### src/rtl/pts_pkg.sv
// Shared types and constants for the packet traffic statistics block.
package pts_pkg;

    localparam int CNT_W = 64;
    localparam int DEN_W = 6;

    localparam logic [1:0]  OP_PKT    = 2'd0;
    localparam logic [1:0]  OP_ENTRY  = 2'd1;
    localparam logic [1:0]  OP_AVG    = 2'd2;
    localparam logic [1:0]  OP_UNUSED = 2'd3;
    localparam logic [15:0] ETH_IPV4  = 16'h0800;

    // register index 0 of the config space
    localparam logic REG_START_SECONDS = 1'b0;

    typedef struct packed {
        logic [1:0]  opcode;
        logic [31:0] now_seconds;
        logic [15:0] eth_type;
        logic [31:0] src_addr;
        logic [31:0] dst_addr;
        logic [15:0] pkt_len;
        logic [7:0]  entry_index;
        logic [5:0]  avg_span;
    } t_in;

    typedef struct packed {
        logic [63:0] byte_count;
        logic [63:0] peak_slot_bytes;
        logic [63:0] current_slot_bytes;
        logic        src_counted;
        logic        dst_counted;
        logic        entry_valid;
        logic [31:0] entry_addr;
        logic [63:0] entry_bytes;
        logic [63:0] avg_bytes;
        logic [8:0]  entries_used;
    } t_out;

    typedef enum logic [3:0] {
        ST_IDLE,
        ST_ADV,
        ST_ADD,
        ST_PEAK,
        ST_SCAN,
        ST_UPD_RD,
        ST_UPD_WR,
        ST_INS,
        ST_ENT_RD,
        ST_SUM,
        ST_DIV,
        ST_DONE
    } t_state;

endpackage

### src/rtl/pts_div.sv
// Bit-serial restoring divider: 64-bit dividend by 6-bit divisor, one bit per cycle.
module pts_div (
    input  logic                       i_clk,
    input  logic                       i_rst_n,
    input  logic                       i_start,
    input  logic [pts_pkg::CNT_W-1:0]  i_dividend,
    input  logic [pts_pkg::DEN_W-1:0]  i_divisor,
    output logic                       o_busy,
    output logic [pts_pkg::CNT_W-1:0]  o_quot
);
    import pts_pkg::*;

    localparam int STW = $clog2(CNT_W + 1);

    logic [DEN_W-1:0] r_den;
    logic [DEN_W-1:0] r_rem;
    logic [CNT_W-1:0] r_q;
    logic [STW-1:0]   r_cnt;
    logic [DEN_W:0]   w_trial;
    logic             w_ge;

    assign w_trial = {r_rem, r_q[CNT_W-1]};
    assign w_ge    = w_trial >= {1'b0, r_den};
    assign o_busy  = r_cnt != '0;
    assign o_quot  = r_q;

    always_ff @(posedge i_clk) begin
        if (!i_rst_n) begin
            r_cnt <= '0;
        end else if (i_start) begin
            r_cnt <= STW'(CNT_W);
        end else if (o_busy) begin
            r_cnt <= r_cnt - 1'b1;
        end
    end

    always_ff @(posedge i_clk) begin
        if (i_start) begin
            r_den <= i_divisor;
            r_rem <= '0;
            r_q   <= i_dividend;
        end else if (o_busy) begin
            r_rem <= w_ge ? DEN_W'(w_trial - {1'b0, r_den}) : DEN_W'(w_trial);
            r_q   <= {r_q[CNT_W-2:0], w_ge};
        end
    end

endmodule

### config.mk
export PLATFORM = sky130hd
export DESIGN_NAME = pts_div
export DESIGN_NICKNAME = d
export VERILOG_FILES = /design/src/rtl/pts_pkg.sv /design/src/rtl/pts_div.sv
export SDC_FILE = /design/constraint.sdc
export NUM_CORES = 1
export LEC_CHECK = 0
export ABC_AREA = 1
export BUFFER_PORTS_ARGS = -buffer_cell sky130_fd_sc_hd__buf_4
export CORE_UTILIZATION = 35
export DETAILED_ROUTE_END_ITERATION = 8
export GPL_TIMING_DRIVEN = 0
export PLACE_DENSITY_LB_ADDON = 0.08
export SYNTH_ARGS = -nofsm -noshare
export SYNTH_HDL_FRONTEND = slang
export SYNTH_SLANG_ARGS = --single-unit
export TNS_END_PERCENT = 10
### constraint.sdc
create_clock -name i_clk -period 2.55 [get_ports i_clk]
set_clock_uncertainty 0.2 [all_clocks]
set_input_delay 0.255 -clock i_clk [delete_from_list [all_inputs] [get_ports i_clk]]
set_output_delay 0.255 -clock i_clk [all_outputs]
set_load 0.05 [all_outputs]
==> flow_metrics.py, run 1 <==
metrics = {
    "clock_tree": {
        "numClockSinks": 83,
        "clock_latency_ns": 0.37,
        "cts_buffer_depth": 2,
        "h-tree-depth": 3,
        "root_buffer": "clkbuf_8",
        "cts_buffers": 9,
        "cts_tree": "done",
        "path_clk_slew_ns": 0.09,
    },
    "setup_path": {
        "worst_ep_required_time_ns": 2.35,
        "r2r_cells": 6,
        "worstPathMaxFanout": 15,
        "r2r_setup_slack_ns": 0.37,
        "reg2reg_to": "o_quot[0]$_DFFE_PP_",
        "worstPathArrival_ns": 1.98,
        "endpoint_kind": "register",
        "startpoint_type": "register",
        "criticalPathCategory": "register to register",
        "r2r-start": "r_cnt[3]$_SDFFE_PP0P_",
    },
    "place": {
        "dpl_worst_slack_ns": -0.161,
        "io_buffers": 137,
        "place_congestion": 0.771,
        "dpl.cell_count": 697,
        "dp_hpwl_um": 6760,
        "placed_area_um2": 5120,
    },
    "route": {
        "drt_iter0_markers": 115,
        "drc": 0,
        "finalWirelength_um": 10200,
        "avgViaCountPerCell": 4.46,
        "drt-wirelength-per-cell_um": 13.1,
        "via_count": 3498,
        "drtAntennaViolNets": 0,
        "dr.pass1.iters": 4,
    },
    "timing": {
        "fin_crit_ns": 2.18,
        "setup_viol_count_final": 0,
        "rsz0062_at_grt": "no",
        "hold_viol_final": 0,
        "setup_slack_ns": 0.366,
        "fin_hold_ws_ns": 0.0120,
        "slew_headroom_pct": 68.7,
        "worstMarginPinSlew_ns": 0.468,
        "timing.final.crit_share_pct": 85.6,
        "max_freq_mhz": 458,
        "slew_violations": 0,
    },
    "synthesis": {
        "yosysWarnings": 0,
        "yosysSeqAreaShare_pct": 60.7,
        "ys_seq_elements": 83,
        "synthCells": 419,
        "synth_nets": 502,
        "yosysUniqueCellTypes": 29,
        "synth.area.top_cells": "edfxtp_1, nand2_1, dfxtp_1",
        "async_reset_ff_share_pct": 0,
        "synth_top_area_cell": "edfxtp_1",
        "synth.avg_cell_area_um2": 9.29,
        "synth.most_common_cell": "nand2_1",
        "synth_top_area_share_pct": 54.0,
        "synth_edf_count": 70,
        "netlist_top_cells_count": "nand2_1, edfxtp_1, inv_1",
        "synth_ff_type": "edfxtp_1",
        "syn_area_um2": 3890,
    },
    "worst_hold_path": {
        "holdPathEnd": "r_den[0]$_DFFE_PP_",
        "hp-start": "i_start",
        "worstHoldPathCells": 1,
        "holdCritPathClass": "input pin to register",
    },
    "grt": {
        "grt.overflow.total": 0,
        "grt_first_pass_wirelength_um": 16400,
        "grt_max_degree": 36,
        "grt_pass1_vias": 3461,
        "grtUsageTotal_pct": 18.7,
        "antenna_found_initial": 0,
    },
    "cells_and_area": {
        "multi_input_area_um2": 1370,
        "fin_area_um2": 6080,
        "area_growth_pct": 56.2,
        "final-instance-count-excl-fill": 785,
        "n_fill_cell": 1028,
        "diodes": 0,
        "final_util_pct": 56.1,
        "regArea_um2": 2360,
        "drive_gt1_share_pct": 28.5,
        "nNetsFinal": 723,
    },
    "floorplanning": {
        "core_area_um2": 10800,
        "rows": 38,
        "die_x_um": 107,
        "pin_count": 138,
        "die_h_um": 107,
        "dieArea_um2": 11500,
        "start_util_pct": 35.9,
    },
    "power": {
        "p_leak_nw": 2.97,
        "comb_power_share_pct": 47.2,
        "p_clk_share_pct": 18.0,
        "p_seq_share_pct": 34.8,
        "p_int_w": 0.00361,
        "p_sw_w": 0.00283,
        "swShare_pct": 44.0,
        "p_per_area_nw_per_um2": 1060,
        "peakVddDrop_mv": 0.557,
    },
    "run_status": {
        "status": "complete, no violations",
    },
    "job": {
        "drv_cap": 0,
    },
}
## worst max-delay path by stage
stage                     depth (start not counted)  slack [ns]                   end                   from
after floorplan                                   6       -0.06   o_quot[0]$_DFFE_PP_  r_cnt[3]$_SDFFE_PP0P_
after global placement                            6       -0.68  o_quot[46]$_DFFE_PP_  r_cnt[3]$_SDFFE_PP0P_
after detailed placement                          7       -0.16  o_quot[15]$_DFFE_PP_  r_cnt[3]$_SDFFE_PP0P_
after CTS                                         7        0.06   o_quot[7]$_DFFE_PP_  r_cnt[3]$_SDFFE_PP0P_
after global routing                              7        0.22   o_quot[0]$_DFFE_PP_  r_cnt[0]$_SDFFE_PP0P_
final                                             6        0.37   o_quot[0]$_DFFE_PP_  r_cnt[3]$_SDFFE_PP0P_
## cells in the final DEF (no fill, tap or decap), types with 2 or more instances in the layout
cell type / netlist / routed
nand2_1: 232 / 232
buf_4: 0 / 138
dlygate4sd3_1: 0 / 70
edfxtp_1: 70 / 70
inv_1: 23 / 21
nand3_1: 12 / 12
dfxtp_1: 13 / 12
nor2_1: 10 / 10
buf_2: 10 / 10
ha_1: 9 / 9
clkbuf_8: 0 / 9
clkbuf_1: 4 / 5
nand3b_1: 5 / 5
clkinvlp_4: 0 / 4
a21oi_1: 4 / 4
nor2_2: 3 / 3
nand3_2: 3 / 3
xor2_1: 3 / 3
bufinv_16: 0 / 3
nand2_2: 2 / 2
inv_2: 2 / 2
xnor2_1: 2 / 2
## worst max-delay path: stages (launching register included)
cell,delay (ns)
dfxtp_2,0.34
nor2_2,0.13
nand2_2,0.09
nor3_4,0.24
inv_4,0.08
nor2_4,0.29
clkinvlp_4,0.44
## metrics by stage
| step | setup TNS (ns) | total power (W) |
|---|---|---|
| final | 0 | 0.00644 |
| after global routing | 0 | 0.00680 |
| after CTS | 0 | 0.00649 |
| after detailed placement | -5.60 | 0.00521 |
| after global placement | -43.68 | 0.00518 |
| after floorplan | -4.03 | 0.00433 |
## power by group through the flow
stage          Combinational (W)  Sequential (W)  Clock (W)
2_1_floorplan           0.000956         0.00337          0
3_3_place_gp             0.00291         0.00226          0
3_5_place_dp             0.00295         0.00225          0
4_1_cts                  0.00306         0.00224    0.00120
5_1_grt                  0.00327         0.00229    0.00125
6_report                 0.00304         0.00224    0.00116
## repair_timing
action                     4_1_cts  5_1_grt
hold endpoints to repair        72        0
setup endpoints to repair       35       35
hold buffers                    70        0
gates cloned                     1        0
pin swaps                        0        0
resized for setup                1        0
buffers inserted                 0        1
## metal layers
layer,global-route usage (%),part of all wire (%)
met1,22.6,42
met4,6.36,1.7
met3,5.39,5.5
met5,0,0
met2,31.9,51
## final cells by class
type                            instances  area share [%]
Buffer                                 14            1.07
Clock buffer                           10            2.10
Clock inverter                          6            1.87
Inverter                               25            1.65
Multi-Input combinational cell        297            22.5
Sequential cell                        83            38.9
Tap cell                              140            2.88
Timing Repair Buffer                  209            28.9
Timing Repair inverter                  1           0.123
## registers in the layout, indices dropped and copies added (netlist names)
register	cells
o_quot	64
r_cnt	7
r_den	6
r_rem	6
## logic make-up (layout without fill, tap and decap cells)
logic type,after synthesis,in the layout,share of synthesized area (%)
xor gates and xnor gates,5,5,1.13
and+or+nand+nor,275,275,29.6
DFF,83,83,60.7
AOI/OAI and AO/OA,7,7,1.06
adders and majority gates,10,10,3.41
buffers and inverters,39,265,4.08
No activity file was read; power rests on OpenSTA's default activity.
==> run 2, diff against run 1 <==
--- a/config.mk
+++ b/config.mk
@@ -9,8 +9,7 @@
 export BUFFER_PORTS_ARGS = -buffer_cell sky130_fd_sc_hd__buf_4
 export CORE_UTILIZATION = 35
 export DETAILED_ROUTE_END_ITERATION = 8
-export GPL_TIMING_DRIVEN = 0
-export PLACE_DENSITY_LB_ADDON = 0.08
+export GPL_TIMING_DRIVEN = 1
 export SYNTH_ARGS = -nofsm -noshare
 export SYNTH_HDL_FRONTEND = slang
 export SYNTH_SLANG_ARGS = --single-unit
==> run 2 against run 1 <==
Net effect:
- count of clock-buffer cells in the layout is the same
- non-clock buffer count decreased by 12
- total power down 3.5%
- global-route usage fell by 0.22 points
- critical endpoint is now o_quot[28]$_DFFE_PP_
- sequential power about the same
- first-iteration DRC count grew 14%
- worst setup slack improved by 0.17 ns
- fmax is 8.4% higher
==> flow_metrics.py, run 2 (synthesis gave the netlist of run 1 again) <==
metrics = {
    "run_status": {
        "status": "complete, no violations",
    },
    "setup_path": {
        "crit_start": "r_cnt[3]$_SDFFE_PP0P_",
        "r2r_cells": 7,
        "crit_chain": "nor2_2 -> nand2_2 -> nor3_4 -> inv_4 -> nor2_4 -> clkinvlp_4 -> buf_12",
        "criticalPathCategory": "register to register",
        "worstPathArrival_ns": 1.90,
        "crit_family": "simple AND/OR/NAND/NOR gates",
        "worst_ep_required_time_ns": 2.44,
        "r2r_setup_slack_ns": 0.54,
        "r2r-start": "r_cnt[3]$_SDFFE_PP0P_",
        "crit_path_max_incr_delay_ns": 0.35,
        "startpoint_type": "register",
        "slowest_stage": "dfxtp_2",
        "worstPathMaxFanout": 63,
        "endpoint_kind": "register",
        "cp.buffers_inverters": 3,
        "reg2reg_to": "o_quot[28]$_DFFE_PP_",
    },
    "clock_tree": {
        "path_clk_slew_ns": 0.08,
        "cts_tree": "done",
        "numClockSinks": 83,
        "cts_buffers": 9,
        "post_cts_buffers": 0,
        "h-tree-depth": 3,
        "clock_latency_ns": 0.37,
        "cts_buffer_depth": 2,
        "root_buffer": "clkbuf_8",
    },
    "timing": {
        "rsz0062_at_grt": "no",
        "setup-tns-final_ns": 0,
        "fin_crit_ns": 2.01,
        "max_freq_mhz": 497,
        "timing.final.crit_share_pct": 79.0,
        "setup_viol_count_final": 0,
        "slew_headroom_pct": 68.6,
        "slew_violations": 0,
        "hold_viol_final": 0,
        "worstMarginPinSlew_ns": 0.470,
    },
    "cells_and_area": {
        "final_util_pct": 55.0,
        "layout_common_cells": "nand2_1, buf_4, dlygate4sd3_1, edfxtp_1, inv_1",
        "largest_reg_flops": 64,
        "n_fill_cell": 981,
        "layout_commonest_cell": "nand2_1",
        "nNetsFinal": 710,
        "fin_area_um2": 5960,
        "diodes": 0,
        "drive_gt1_share_pct": 27.4,
        "area_growth_pct": 53.2,
    },
    "place": {
        "placed_area_um2": 5080,
        "dp_hpwl_um": 6690,
        "io_buffers": 137,
        "place_congestion": 0.782,
    },
    "power": {
        "comb_power_share_pct": 48.4,
        "p_int_w": 0.00339,
        "p_clk_share_pct": 15.0,
        "p_leak_nw": 2.92,
        "p_seq_share_pct": 36.6,
        "finalPower_w": 0.00621,
        "peakVddDrop_mv": 0.490,
        "p_sw_w": 0.00282,
        "swShare_pct": 45.4,
        "p_per_area_nw_per_um2": 1040,
    },
    "grt": {
        "grtUsageTotal_pct": 18.5,
        "grt_first_pass_wirelength_um": 16200,
        "grt_max_degree": 64,
        "grt.overflow.total": 0,
        "antenna_found_initial": 0,
        "grt_pass1_vias": 3404,
    },
    "job": {
        "drv_cap": 0,
    },
    "floorplanning": {
        "die_h_um": 107,
        "dieArea_um2": 11500,
        "core_area_um2": 10800,
        "start_util_pct": 35.9,
        "rows": 38,
        "pin_count": 138,
        "die_x_um": 107,
    },
    "route": {
        "drtAntennaViolNets": 0,
        "drc": 0,
        "drt_iter0_markers": 131,
        "avgViaCountPerCell": 4.46,
        "via_count": 3438,
        "drt-wirelength-per-cell_um": 13.2,
        "finalWirelength_um": 10200,
        "dr.pass1.iters": 4,
    },
    "worst_hold_path": {
        "holdPathEnd": "o_quot[0]$_DFFE_PP_",
        "worstHoldPathCells": 3,
        "holdCritPathClass": "input pin to register",
        "hp-start": "i_dividend[0]",
    },
}
run 2: timing repair:
action,CTS,global route
hold endpoints to repair,72,0
hold buffers,70,0
resized for setup,0,0
run 2: stage by stage:
step | hold slack (ns) | std cells | setup WS, ns
floorplan | 0.153 | 419 | -0.0629
global placement | 0.235 | 686 | 0.622
detailed placement | 0.236 | 686 | 0.563
CTS | 0.0406 | 771 | 0.529
global route | 0.0783 | 771 | 0.405
finish | 0.0568 | 771 | 0.536
run 2: metal layers:
metal	part of all wire (%)	vias to the layer above	global-route usage [%]	wire length [um]
met4	1.0	0	5.28	104
met2	47	101	29.4	4810
met3	7.3	8	6.90	740
met1	45	1573	23.4	4530
met5	0	-	0	0
li1	-	1756	-	-
run 2: worst min-delay path: cells and delay by family:
family                 cells  cell delay, ns
AOI/OAI and AO/OA          1            0.13
and+or+nand+nor            1            0.03
buffers and inverters      1            0.08
run 2: worst max-delay path by stage:
stage | endpoint | slack [ns] | cells past startpoint
floorplan | o_quot[0]$_DFFE_PP_ | -0.06 | 6
global route | o_quot[36]$_DFFE_PP_ | 0.40 | 8
CTS | o_quot[2]$_DFFE_PP_ | 0.53 | 7
finish | o_quot[28]$_DFFE_PP_ | 0.54 | 7
detailed placement | o_quot[36]$_DFFE_PP_ | 0.56 | 7
global placement | o_quot[37]$_DFFE_PP_ | 0.62 | 7
run 2: power by group through the flow:
stage	Clock (W)	Combinational [W]	Sequential (W)
2_1_floorplan	0	0.000956	0.00337
3_3_place_gp	0	0.00290	0.00229
3_5_place_dp	0	0.00292	0.00229
4_1_cts	0.000977	0.00301	0.00227
5_1_grt	0.00101	0.00322	0.00232
6_report	0.000934	0.00301	0.00227
run 2: final cells by class:
type	instances	area, um^2	area share (%)
tap	140	175	2.94
multi-input combinational	297	1370	23.0
timing repair buffer	211	1770	29.7
clock buffer	10	128	2.14
inverter	25	100	1.68
sequential	83	2360	39.6
clock inverter	5	55.1	0.923
==> run 3, diff against run 2 <==
--- a/config.mk
+++ b/config.mk
@@ -5,7 +5,7 @@
 export SDC_FILE = /design/constraint.sdc
 export NUM_CORES = 1
 export LEC_CHECK = 0
-export ABC_AREA = 1
+export ABC_AREA = 0
 export BUFFER_PORTS_ARGS = -buffer_cell sky130_fd_sc_hd__buf_4
 export CORE_UTILIZATION = 35
 export DETAILED_ROUTE_END_ITERATION = 8
==> constraint.sdc (replaced) <==
create_clock -name i_clk -period 1.78 [get_ports i_clk]
set_clock_uncertainty 0.2 [all_clocks]
set_input_delay 0.178 -clock i_clk [delete_from_list [all_inputs] [get_ports i_clk]]
set_output_delay 0.178 -clock i_clk [all_outputs]
set_load 0.05 [all_outputs]
==> run 3 against run 2 <==
Net effect:
- the flow now finishes with violations (negative setup slack)
- sequential power rose by 53%
- non-clock buffer count increased by 27
- fmax is 2.4% lower
- utilization is 5.2 points higher
- final cell count down 18%
- via count is 15% lower
- critical path depth shrank 1
- sequential share of layout area down 1.8 points
- total power up 70%
- worst setup slack got worse by 0.82 ns
- synthesized area shrank 3.4%
- largest cell class unchanged
==> flow_metrics.py, run 3 <==
metrics = {
    "run_status": {
        "status": "finished with violations",
        "violations": "negative setup slack",
    },
    "timing": {
        "worstMarginPinSlew_ns": 0.317,
        "timing.final.crit_share_pct": 116,
        "hold_viol_final": 0,
        "setup_slack_ns": -0.284,
        "max_freq_mhz": 484,
        "setup-tns-final_ns": -1.24,
        "setup_viol_count_final": 8,
        "fin_crit_ns": 2.06,
        "rsz0062_at_grt": "yes",
        "slew_violations": 0,
        "slew_headroom_pct": 78.9,
    },
    "setup_path": {
        "worst_ep_required_time_ns": 1.83,
        "crit_family": "simple AND/OR/NAND/NOR gates",
        "crit_chain": "ha_1 -> nand2b_1 -> a31oi_2 -> o21a_4 -> or4_1 -> o311ai_1",
        "slowest_stage": "edfxtp_1",
        "startpoint_type": "register",
        "worstPathMaxFanout": 5,
        "endpoint_kind": "register",
        "criticalPathCategory": "register to register",
        "worstPathArrival_ns": 2.12,
        "crit_path_max_incr_delay_ns": 0.41,
        "cp.buffers_inverters": 0,
    },
    "route": {
        "dr.pass1.iters": 4,
        "dr.max_layer_used": "met4",
        "drt-wirelength-per-cell_um": 14.9,
        "met2_length_um": 4810,
        "drt_iter0_markers": 123,
        "via_count": 2920,
        "avgViaCountPerCell": 4.62,
        "wl_met1_um": 3930,
        "finalWirelength_um": 9430,
        "drc": 0,
        "drtAntennaViolNets": 0,
        "dr_wl_met3_um": 593,
    },
    "power": {
        "p_int_w": 0.00584,
        "p_leak_nw": 2.65,
        "swShare_pct": 44.5,
        "comb_power_share_pct": 53.2,
        "p_sw_w": 0.00469,
        "p_per_area_nw_per_um2": 1690,
        "peakVddDrop_mv": 1.23,
        "p_seq_share_pct": 33.0,
        "p_clk_share_pct": 13.8,
    },
    "cells_and_area": {
        "n_fill_cell": 851,
        "layout_common_cells": "buf_4, dlygate4sd3_1, edfxtp_1, mux2_2, nor2_1",
        "largest_reg_flops": 64,
        "diodes": 0,
        "drive_gt1_share_pct": 53.2,
        "area_growth_pct": 66.0,
        "layout_commonest_cell": "buf_4",
        "fin_area_um2": 6240,
        "nNetsFinal": 574,
    },
    "floorplanning": {
        "start_util_pct": 36.3,
        "dieArea_um2": 11200,
        "die_x_um": 106,
        "pin_count": 138,
        "die_h_um": 106,
        "rows": 37,
        "core_area_um2": 10400,
    },
    "synthesis": {
        "ys_seq_elements": 83,
        "async_reset_ff_share_pct": 0,
        "synth_edf_count": 70,
        "yosysWarnings": 0,
        "synthCells": 251,
        "synth.area.top_cells": "edfxtp_1, mux2_2, dfxtp_1",
        "yosysUniqueCellTypes": 32,
        "synth_top_area_share_pct": 55.9,
        "synth_ff_type": "edfxtp_1",
        "synth.most_common_cell": "edfxtp_1",
        "synth_top_area_cell": "edfxtp_1",
        "synth.avg_cell_area_um2": 15.0,
        "yosysSeqAreaShare_pct": 62.8,
        "syn_area_um2": 3760,
        "netlist_top_cells_count": "edfxtp_1, mux2_2, nor2_1",
        "synth_nets": 334,
    },
    "grt": {
        "grtUsageTotal_pct": 17.2,
        "grt.overflow.total": 0,
        "grt_pass1_vias": 3110,
        "antenna_found_initial": 0,
        "grt_first_pass_wirelength_um": 14900,
        "grt_max_degree": 22,
    },
    "clock_tree": {
        "cts_buffer_depth": 2,
        "cts_tree": "done",
        "cts_buffers": 9,
        "numClockSinks": 83,
        "root_buffer": "clkbuf_8",
        "clock_latency_ns": 0.36,
        "h-tree-depth": 3,
        "path_clk_slew_ns": 0.10,
    },
    "place": {
        "dp_hpwl_um": 6090,
        "io_buffers": 137,
        "placed_area_um2": 5200,
        "place_congestion": 0.773,
    },
    "job": {
        "drv_cap": 0,
    },
    "worst_hold_path": {
        "holdCritPathClass": "input pin to register",
    },
}
-- run 3: cell count changes after synthesis, moves of 4 or more --
cell and delta:
nor2_1 +7, mux2_2 +63, nand3b_1 -5, nand3_1 -9
nand2_1 -227, mux2i_1 +4, nand2b_1 +5, inv_1 -10
-- run 3: tightest hold or removal path, delay by kind of cell --
kind / cells / cell delay, ns
multiplexers: 1 / 0.15
buffers and inverters: 2 / 0.12
-- run 3: routing by layer --
layer,vias up,track usage (%)
met5,-,0
met4,0,3.87
met3,9,6.12
met2,86,30.5
met1,1407,19.7
li1,1418,-
-- run 3: final cells by class --
class                   count  area, um^2  share of cell area [%]
flip-flops and latches     83        2360                    37.9
repair buffers            238        2050                    32.9
multi-input cells         146        1400                    22.4
well taps                 136         170                    2.73
clock buffers               9         124                    1.98
clock inverters             7        83.8                    1.34
inverters                  13        48.8                   0.782
-- run 3: stage by stage --
step | power, W | worst slack (ns) | hold slack (ns) | util (%) | cells
after floorplan | 0.00697 | -0.514 | 0.0769 | - | 251
after global placement | 0.00871 | -0.299 | 0.157 | 50.2 | 542
after detailed placement | 0.00874 | -0.361 | 0.158 | 50.2 | 542
after CTS | 0.0105 | -0.264 | 0.000340 | 59.5 | 630
after global routing | 0.0110 | -0.351 | 0.0199 | 60.2 | 632
final | 0.0105 | -0.284 | 0.0219 | 60.2 | 632
-- run 3: kinds of logic after synthesis --
kind of cell / synth area share [%]
mux: 19.9
compound gates: 4.26
flops: 62.8
buf+inv: 2.73
fa+ha+maj: 3.53
xor+xnor: 1.86
simple gates: 4.86
-- run 3: worst paths after layout --
kind,startpoint,endpoint,slack [ns],cells past startpoint
setup / recovery,r_den[0]$_DFFE_PP_,r_rem[0]$_SDFFE_PP0P_,-0.28,6
hold / removal,i_dividend[0],o_quot[0]$_DFFE_PP_,0.02,3
setup reg to reg,r_den[0]$_DFFE_PP_,r_rem[0]$_SDFFE_PP0P_,-0.28,6
hold reg to reg,r_cnt[5]$_SDFFE_PP0P_,r_cnt[5]$_SDFFE_PP0P_,0.32,2
-- run 3: power by group through the flow --
stage / registers, W / clock network (W) / logic [W]
2_1_floorplan: 0.00551 / 0 / 0.00146
4_1_cts: 0.00348 / 0.00150 / 0.00548
3_5_place_dp: 0.00348 / 0 / 0.00525
3_3_place_gp: 0.00347 / 0 / 0.00523
5_1_grt: 0.00358 / 0.00156 / 0.00590
6_report: 0.00348 / 0.00145 / 0.00560
-- run 3: what timing repair did --
action                                  CTS  global route
buffers inserted                          1             1
hold endpoints to repair                 73             0
endpoints found under the setup margin    8            54
gates cloned                              0             1
hold buffers                             71             0
pin swaps                                 4             7
gates resized for setup                   7            10
